<file path="config.mk">
export PLATFORM = sky130hd
export DESIGN_NAME = abcp_front
export DESIGN_NICKNAME = d
export VERILOG_FILES = /design/src/hdl/abcp_pkg.sv /design/src/hdl/abcp_front.sv
export VERILOG_INCLUDE_DIRS = /design/src /design/src/hdl
export SDC_FILE = /design/constraint.sdc
export NUM_CORES = 1
export LEC_CHECK = 0
export ABC_CLOCK_PERIOD_IN_PS = 7800
export BUFFER_PORTS_ARGS = -buffer_cell sky130_fd_sc_hd__buf_2
export CORE_ASPECT_RATIO = 2
export CORE_MARGIN = 2
export CORE_UTILIZATION = 30
export CTS_BUF_LIST = sky130_fd_sc_hd__clkbuf_2 sky130_fd_sc_hd__clkbuf_4 sky130_fd_sc_hd__clkbuf_8
export DETAILED_ROUTE_END_ITERATION = 7
export RECOVER_POWER = 25
export SETUP_SLACK_MARGIN = 0.2
export SLEW_MARGIN = 40
export SYNTH_ARGS = -nofsm -noshare
export SYNTH_HDL_FRONTEND = slang
export SYNTH_SLANG_ARGS = --single-unit
export TNS_END_PERCENT = 50
</file>
<file path="constraint.sdc">
create_clock -name clk -period 7.8 [get_ports clk]
set_clock_uncertainty 0.05 [all_clocks]
set_input_delay 1.56 -clock clk [delete_from_list [all_inputs] [get_ports clk]]
set_output_delay 1.56 -clock clk [all_outputs]
set_load 0.01 [all_outputs]
</file>
<file path="src/hdl/assert_macros.svh">
// Assertion helpers shared by the RTL files.
`ifndef ASSERT_MACROS_SVH
`define ASSERT_MACROS_SVH

// Checks a property at every rising edge of the clock while out of reset.
`define ASSERT_CHK(label, clk, rstn, prop, msg) \
    label: assert property (@(posedge clk) disable iff (!rstn) prop) else $error(msg);

// Checks that one condition implies another in the following cycle.
`define ASSERT_NEXT(label, clk, rstn, cond, prop, msg) \
    label: assert property (@(posedge clk) disable iff (!rstn) (cond) |=> (prop)) \
        else $error(msg);

`endif

</file>
<file path="src/hdl/abcp_pkg.sv">
package abcp_pkg;

    localparam int MAX_BRACKETS_DEF = 8;
    localparam int QUEUE_DEPTH = 2;
    localparam logic [3:0] DEFAULT_DIVIDER = 4'd7;
    localparam logic [3:0] RESET_DIVIDER = 4'd7;
    localparam logic [31:0] FRAME_NONE = 32'hFFFF_FFFF;

    localparam logic [2:0] REQ_PC = 3'd0;
    localparam logic [2:0] REQ_FRAME = 3'd1;
    localparam logic [2:0] REQ_REBASE = 3'd2;
    localparam logic [2:0] REQ_ADD = 3'd3;
    localparam logic [2:0] REQ_CLEAR = 3'd4;

    localparam logic [1:0] CFG_DIVIDER = 2'd0;
    localparam logic [1:0] CFG_LOG = 2'd1;

    localparam logic [1:0] KIND_ADD = 2'd0;
    localparam logic [1:0] KIND_TOTAL = 2'd1;
    localparam logic [1:0] KIND_BRACKET = 2'd2;

    typedef enum logic [2:0] {
        OP_PC,
        OP_FRAME,
        OP_REBASE,
        OP_ADD,
        OP_CLEAR
    } op_t;

    typedef struct packed {
        op_t         op;
        logic [23:0] pc;
        logic [31:0] cycle;
        logic [31:0] frame;
        logic [23:0] saddr;
        logic [23:0] eaddr;
        logic [31:0] deduct;
    } item_t;

endpackage

</file>
<file path="src/hdl/abcp_front.sv">
`include "assert_macros.svh"

module abcp_front
(
    input  logic                 clk,
    input  logic                 rst_n,
    input  logic                 in_valid,
    output logic                 in_stall,
    input  logic [2:0]           req_type,
    input  logic [23:0]          pc,
    input  logic [31:0]          cycle,
    input  logic [31:0]          frame_number,
    input  logic [23:0]          start_address,
    input  logic [23:0]          end_address,
    input  logic [31:0]          deduction,
    output logic                 q_valid,
    output abcp_pkg::item_t      q_item,
    input  logic                 q_pop
);

    abcp_pkg::item_t entry_reg [abcp_pkg::QUEUE_DEPTH];
    logic            wr_ptr_reg;
    logic            rd_ptr_reg;
    logic [1:0]      cnt_reg;
    logic            known;
    logic            push;
    abcp_pkg::item_t item;

    always_comb
    begin
        known = 1'b1;
        item.op = abcp_pkg::OP_PC;
        case (req_type)
            abcp_pkg::REQ_PC:     item.op = abcp_pkg::OP_PC;
            abcp_pkg::REQ_FRAME:  item.op = abcp_pkg::OP_FRAME;
            abcp_pkg::REQ_REBASE: item.op = abcp_pkg::OP_REBASE;
            abcp_pkg::REQ_ADD:    item.op = abcp_pkg::OP_ADD;
            abcp_pkg::REQ_CLEAR:  item.op = abcp_pkg::OP_CLEAR;
            default:              known = 1'b0;
        endcase
        item.pc = pc;
        item.cycle = cycle;
        item.frame = frame_number;
        item.saddr = start_address;
        item.eaddr = end_address;
        item.deduct = deduction;
    end

    assign in_stall = (cnt_reg == 2'(abcp_pkg::QUEUE_DEPTH));
    assign push = in_valid && !in_stall && known;
    assign q_valid = (cnt_reg != 2'd0);
    assign q_item = entry_reg[rd_ptr_reg];

    always_ff @(posedge clk)
    begin
        if (push)
        begin
            entry_reg[wr_ptr_reg] <= item;
        end
    end

    always_ff @(posedge clk or negedge rst_n)
    begin
        if (!rst_n)
        begin
            wr_ptr_reg <= 1'b0;
            rd_ptr_reg <= 1'b0;
            cnt_reg <= 2'd0;
        end
        else
        begin
            if (push)
            begin
                wr_ptr_reg <= !wr_ptr_reg;
            end
            if (q_pop && q_valid)
            begin
                rd_ptr_reg <= !rd_ptr_reg;
            end
            cnt_reg <= cnt_reg + 2'(push) - 2'(q_pop && q_valid);
        end
    end

    `ASSERT_CHK(a_no_overflow, clk, rst_n, !(push && cnt_reg == 2'(abcp_pkg::QUEUE_DEPTH)),
        "queue written while full")

endmodule

</file>
### Word level (Yosys, flattened, before mapping)

Memories as Yosys holds them, arrays and structs flattened.
Index checks and enable logic that the tools add are counted.

| word-level totals | value |
|---|---|
| bits in registers | 4 |
| bits of input ports | 175 |
| output and inout port bits | 173 |
| memories | 1 |
| bits in writable memories | 342 |

Memories:

| name | depth | bits a word | rd ports | clocked after Yosys merged registers in | write ports | RTL line | RTL |
|---|---|---|---|---|---|---|---|
| entry_reg | 2 | 171 | 1 | 0 | 1 | abcp_front.sv:21 | `abcp_pkg::item_t entry_reg [abcp_pkg::QUEUE_DEPTH];` |

| operators by class | value |
|---|---|
| equal/unequal tests | 5 |
| reductions and logical operators | 9 |
| mux-type cells | 4 |
| add/subtract/negate cells | 2 |

Operators with widths:

| operator | number |
|---|---|
| $pmux 3 s4 | 1 |
| $eq 3x2->1 const B | 2 |
| $reduce_or 5->1 | 1 |
| $eq 3x1->1 const B | 1 |
| $eq 3x3->1 const B | 1 |
| $logic_and 1x1->1 | 3 |
| $logic_not 1->1 | 3 |
| $logic_not 3->1 | 1 |
| $mux 1 | 3 |
| $add 2x1->2 | 1 |
| $eq 2x2->1 const B | 1 |
| $reduce_bool 2->1 | 1 |
| $sub 2x1->2 | 1 |

### Longest topological paths before layout

| depth | value |
|---|---|
| depth in word-level cells | 6 |
| mapped depth | 7 |

### Worst setup path after synthesis

Ideal clock, no wire load.

| timing path | value |
|---|---|
| kind | input-to-reg |
| start point | input port req_type[1] |
| end point | memory entry_reg[0][0] in the netlist's numbering (enable) |
| setup time | 705 ps |
| path slack | -1942 ps |
| arrival | 8987 ps |
| cell stages on the path | 3 |
| cell sequence | o21ai_0 > nand3b_1 > nor2_1 |

| on the way | value |
|---|---|
| longest elaborated chain between the ends | 6 |
| elaborated cells on any way between the ends | 10 |
| classes of those cells | 4 x eq/ne; 3 x mux; 3 x reduce/logical |

Ends and longest elaborated chain:

| item | RTL line | RTL |
|---|---|---|
| from (decl) | abcp_front.sv:9 | `input logic [2:0] req_type,` |
| $eq 3x3->1 (tied with other cells) | abcp_front.sv:33 | `case (req_type)` |
| $reduce_or 5->1 (no source line) * | -- |  |
| $mux 1 * | abcp_front.sv:33 |  |
| $logic_and 1x1->1 * | abcp_front.sv:50 | `assign push = in_valid && !in_stall && known;` |
| $mux 1 * | abcp_front.sv:56 | `if (push)` |
| $mux 1 (implied by the code) * | abcp_front.sv:58 | `entry_reg[wr_ptr_reg] <= item;` |
| to (decl) | abcp_front.sv:21 |  |

Every way passes the cells marked *; elsewhere a longest branch is shown, timed or not.

==> impl_summary.txt <==
----------------------------------------------------
[Power]
  Sequential share of power ... 0.452
  Standby leakage power ... between 0.006 and 0.007 uW
  Comb pwr share ... 0.298
  Power spent charging and discharging nets ... 1600 uW
  Cell internal power dissipation ... ~3900 uW
  Switching power share of the total ... 0.292
  Total chip power ... between 5000 and 6000 uW
  Share of power burned in the clock network ... 0.251
  Highest ir drop seen on vdd ... 191 uV
  Power density of the placed cells ... 338 nW/um2

[Clock network]
  Buffers from clock root to sink, at most ... 3
  Quantity of hold-fixing buffers added after cts ... 0
  Number of gates resized after CTS ... 0
  Clock slew at reported path FFs ... 0.07 ns
  H-tree depth ... 2
  Clock tree from TritonCTS ... done
  Number of buffers inserted to repair setup after CTS ... 0
  TritonCTS buffer count ... 49
  Clk_lat worst skew ... just under 0.6 ns
  Cell chosen for the clock root ... sky130_fd_sc_hd__clkbuf_8
  Number of sinks driven by the clock tree ... 346

[Routing]
  Count of unresolved DRC violations after routing ... 0
  Vias ... about 6500
  Number of DRC markers in iteration 0 ... 266
  Total wirelength of the detailed-routed design ... 28.0 mm
  Number of detailed-routing iterations run before antenna repair ... 4
  Routed length per placed instance ... 18.3 um
  Routed vias/inst ... 4.29
  Antenna violation net count after detailed routing ... 0

[Final layout]
  Total number of nets in the final design ... 1120
  Layout cell share with drive strength beyond 1 ... 0.593
  Layout-stage area growth over the synthesis result ... 25.6%
  Largest register FFs ... 342
  Post-route cell area ... ~16000 um2

[Placed design]
  Port Buf Inserts ... ~350
  Final weighted congestion in routability-driven placement ... 0.738
  Pre-CTS WS ... ~3.5 ns
  Placed Instance Area ... about 15000 um2
  Detailed placer's ending HPWL ... 19.2 mm

[Yosys]
  Cell variety after synth ... 17
  Register bit count reported by yosys ... around 350
  Share of synthesized area spent on multiplexers ... 0.173
  Total of warnings raised by yosys ... 0
  Simple-gate share of the synthesized area ... 0.00418
  Sequential cell area fraction in the yosys report ... 0.805
  Mean cell area of the mapped netlist ... 23.2 um2
  Post-Synth XOR/XNOR Area ... 0.00272
  Post-synthesis share of cell area spent on full adders, half adders and majority gates ... 0.00194
  Cell area after synthesis ... 12900 um2
  Compound-gate portion of the synthesized area ... 0.000389
  Largest family of logic cells by synthesized area ... multiplexers
  Synthesized instance count ... 554
  Post-Synthesis Net Count ... 731

[STA]
  Setup violation total in the final timing report ... 0
  Highest achievable clock rate ... 0.243 GHz
  Worst hold margin ... 0.438 ns
  Hold Fails Final Rpt ... 0
  Shortest clock period the worst path allows after layout ... 4.12 ns
  Setup TNS Final ... 0 ns
  Final worst-path cycle share ... 0.529
  RSZ-0062 raised after global routing ... false
  Pins Over Slew Limit ... 0
  Slack of the critical path ... between 3 and 4 ns
  Worst slew margin ... 0.468
  Worst-Margin Slew ... 0.799 ns

[Setup path]
  Critical path's top delay family ... buffers and inverters
  Reg-to-Reg End ... entry_reg[1][1]$_DFFE_PP_
  Worst EP required ... 6.19 ns
  Largest incremental delay on the critical path ... between 0.7 and 0.8 ns
  Category of the worst setup path capture point ... output port
  WP data arrival ... 2.51 ns
  CP Max Fanout ... 59
  Path depth of the worst reg2reg path ... 5
  Buffering stage count on the worst path with inverters included ... 2
  Worst reg2reg setup slack ... around 5.3 ns
  WS Path Type ... flop to output port
  Worst setup SP type ... flop
  Startpoint of the lowest-slack register-to-register path ... cnt_reg[1]$_DFF_PN0_
  Critical path cell sequence ... buf_6 > mux2_2 > buf_2
  Cell with the largest stage delay on the worst path ... sky130_fd_sc_hd__dfrtp_4

[Hold path]
  Kind of path behind the tightest hold check ... flop to flop
  Endpoint with the worst hold slack ... cnt_reg[1]$_DFF_PN0_
  Min-delay src ... cnt_reg[1]$_DFF_PN0_
  Cells on Worst Hold Path ... 1

[Global routing]
  Via count of the first global-routing pass ... 7214
  Total gr overflow ... 0
  Pin count of the biggest net entering global routing ... 74
  Initial antenna violation count ... 5
  GR Util All Layers ... 0.122
  Wire length of the first global-routing pass ... 40.9 mm

[Die]
  Initial Utilization ... 0.303
  Width of the die ... 151 um
  DIE AREA ... 44700 um2
  Num ports ... 348
  Area of the core ... 42400 um2
  Placement row count ... 107
  Die height ... about 300 um

[Flow run]
  Maximum capacitance violations ... 0

[Run status]
  Outcome ... finished clean

----------------------------------------------------
layer usage:
metal | track usage | routed length [um]
met1 | 0.111 | 8610
met2 | 0.237 | 16100
met3 | 0.0299 | 1910
met4 | 0.0658 | 1340
met5 | 0 | 22
power by group through the flow:
| stage | combinational, uW | sequential [uW] | clock [uW] |
|---|---|---|---|
| 3_5_place_dp | 1670 | 2520 | 0 |
| 5_1_grt | 1750 | 2500 | 1490 |
| 2_1_floorplan | 1110 | 2540 | 0 |
| 3_3_place_gp | 1620 | 2530 | 0 |
| 6_report | 1630 | 2470 | 1370 |
| 4_1_cts | 1680 | 2480 | 1440 |
through the flow:
stage	utilization	instances
floorplan	-	554
global placement	0.359	1436
detailed placement	0.360	1437
CTS	0.382	1523
global route	0.381	1526
finish	0.381	1526
cell families (layout without fill, tap and decap cells):
| family | count (synthesis) | in the layout |
|---|---|---|
| xor+xnor | 4 | 4 |
| buf+inv | 21 | 445 |
| mux | 171 | 171 |
| simple gates | 9 | 9 |
| other cells | 0 | 3 |
| fa+ha+maj | 2 | 2 |
| flops | 346 | 346 |
| compound gates | 1 | 1 |
synth_stat cells:
library cell	count	area share
sky130_fd_sc_hd__xnor2_1	3	0.0020
sky130_fd_sc_hd__nand3b_1	1	0.00058
sky130_fd_sc_hd__xor2_1	1	0.00068
sky130_fd_sc_hd__ha_1	2	0.0019
sky130_fd_sc_hd__mux2_4	80	0.093
sky130_fd_sc_hd__o21ai_0	1	0.00039
sky130_fd_sc_hd__nor2_1	2	0.00058
sky130_fd_sc_hd__and2_1	1	0.00049
sky130_fd_sc_hd__inv_1	2	0.00058
sky130_fd_sc_hd__nor2b_1	3	0.0015
sky130_fd_sc_hd__nor3b_1	1	0.00058
sky130_fd_sc_hd__edfxtp_1	342	0.80
sky130_fd_sc_hd__mux2_2	91	0.080
sky130_fd_sc_hd__buf_6	10	0.0087
sky130_fd_sc_hd__dfrtp_1	4	0.0078
sky130_fd_sc_hd__buf_2	9	0.0035
sky130_fd_sc_hd__or2_2	1	0.00049
worst max-delay path by stage:
stage | startpoint | end | slack, ns | cells after the start
6_report | rd_ptr_reg$_DFFE_PN0P_ | q_item[9] | 3.68 | 3
3_5_place_dp | req_type[1] | entry_reg[1][111]$_DFFE_PP_ | 3.49 | 6
2_1_floorplan | req_type[1] | entry_reg[0][0]$_DFFE_PP_ | -1.94 | 3
5_1_grt | rd_ptr_reg$_DFFE_PN0P_ | q_item[164] | 3.52 | 3
3_3_place_gp | req_type[1] | entry_reg[0][123]$_DFFE_PP_ | 3.33 | 6
4_1_cts | rd_ptr_reg$_DFFE_PN0P_ | q_item[41] | 3.53 | 3
cells in the final DEF (no fill, tap or decap), drive strengths merged:
cell type / instances
nor3b: 1
or2: 1
clkbuf: 95
dfrtp: 4
nand3b: 1
xor2: 1
xnor2: 3
ha: 2
mux2: 171
nor2b: 3
bufinv: 1
buf: 328
edfxtp: 342
nor2: 2
diode: 3
o21ai: 1
clkinvlp: 2
and2: 1
clkinv: 17
inv: 2
cell type report:
type                       instances  area (um2)
sequential                       346       10400
multi-input combinational        187        2360
inverter                           2        7.51
timing repair buffer             357        1800
fill                            3982       26300
clock inverter                    20         125
antenna                            3        7.51
clock buffer                      66         815
tap                              545         682
Note: power is estimated with default switching activity, not from simulation.
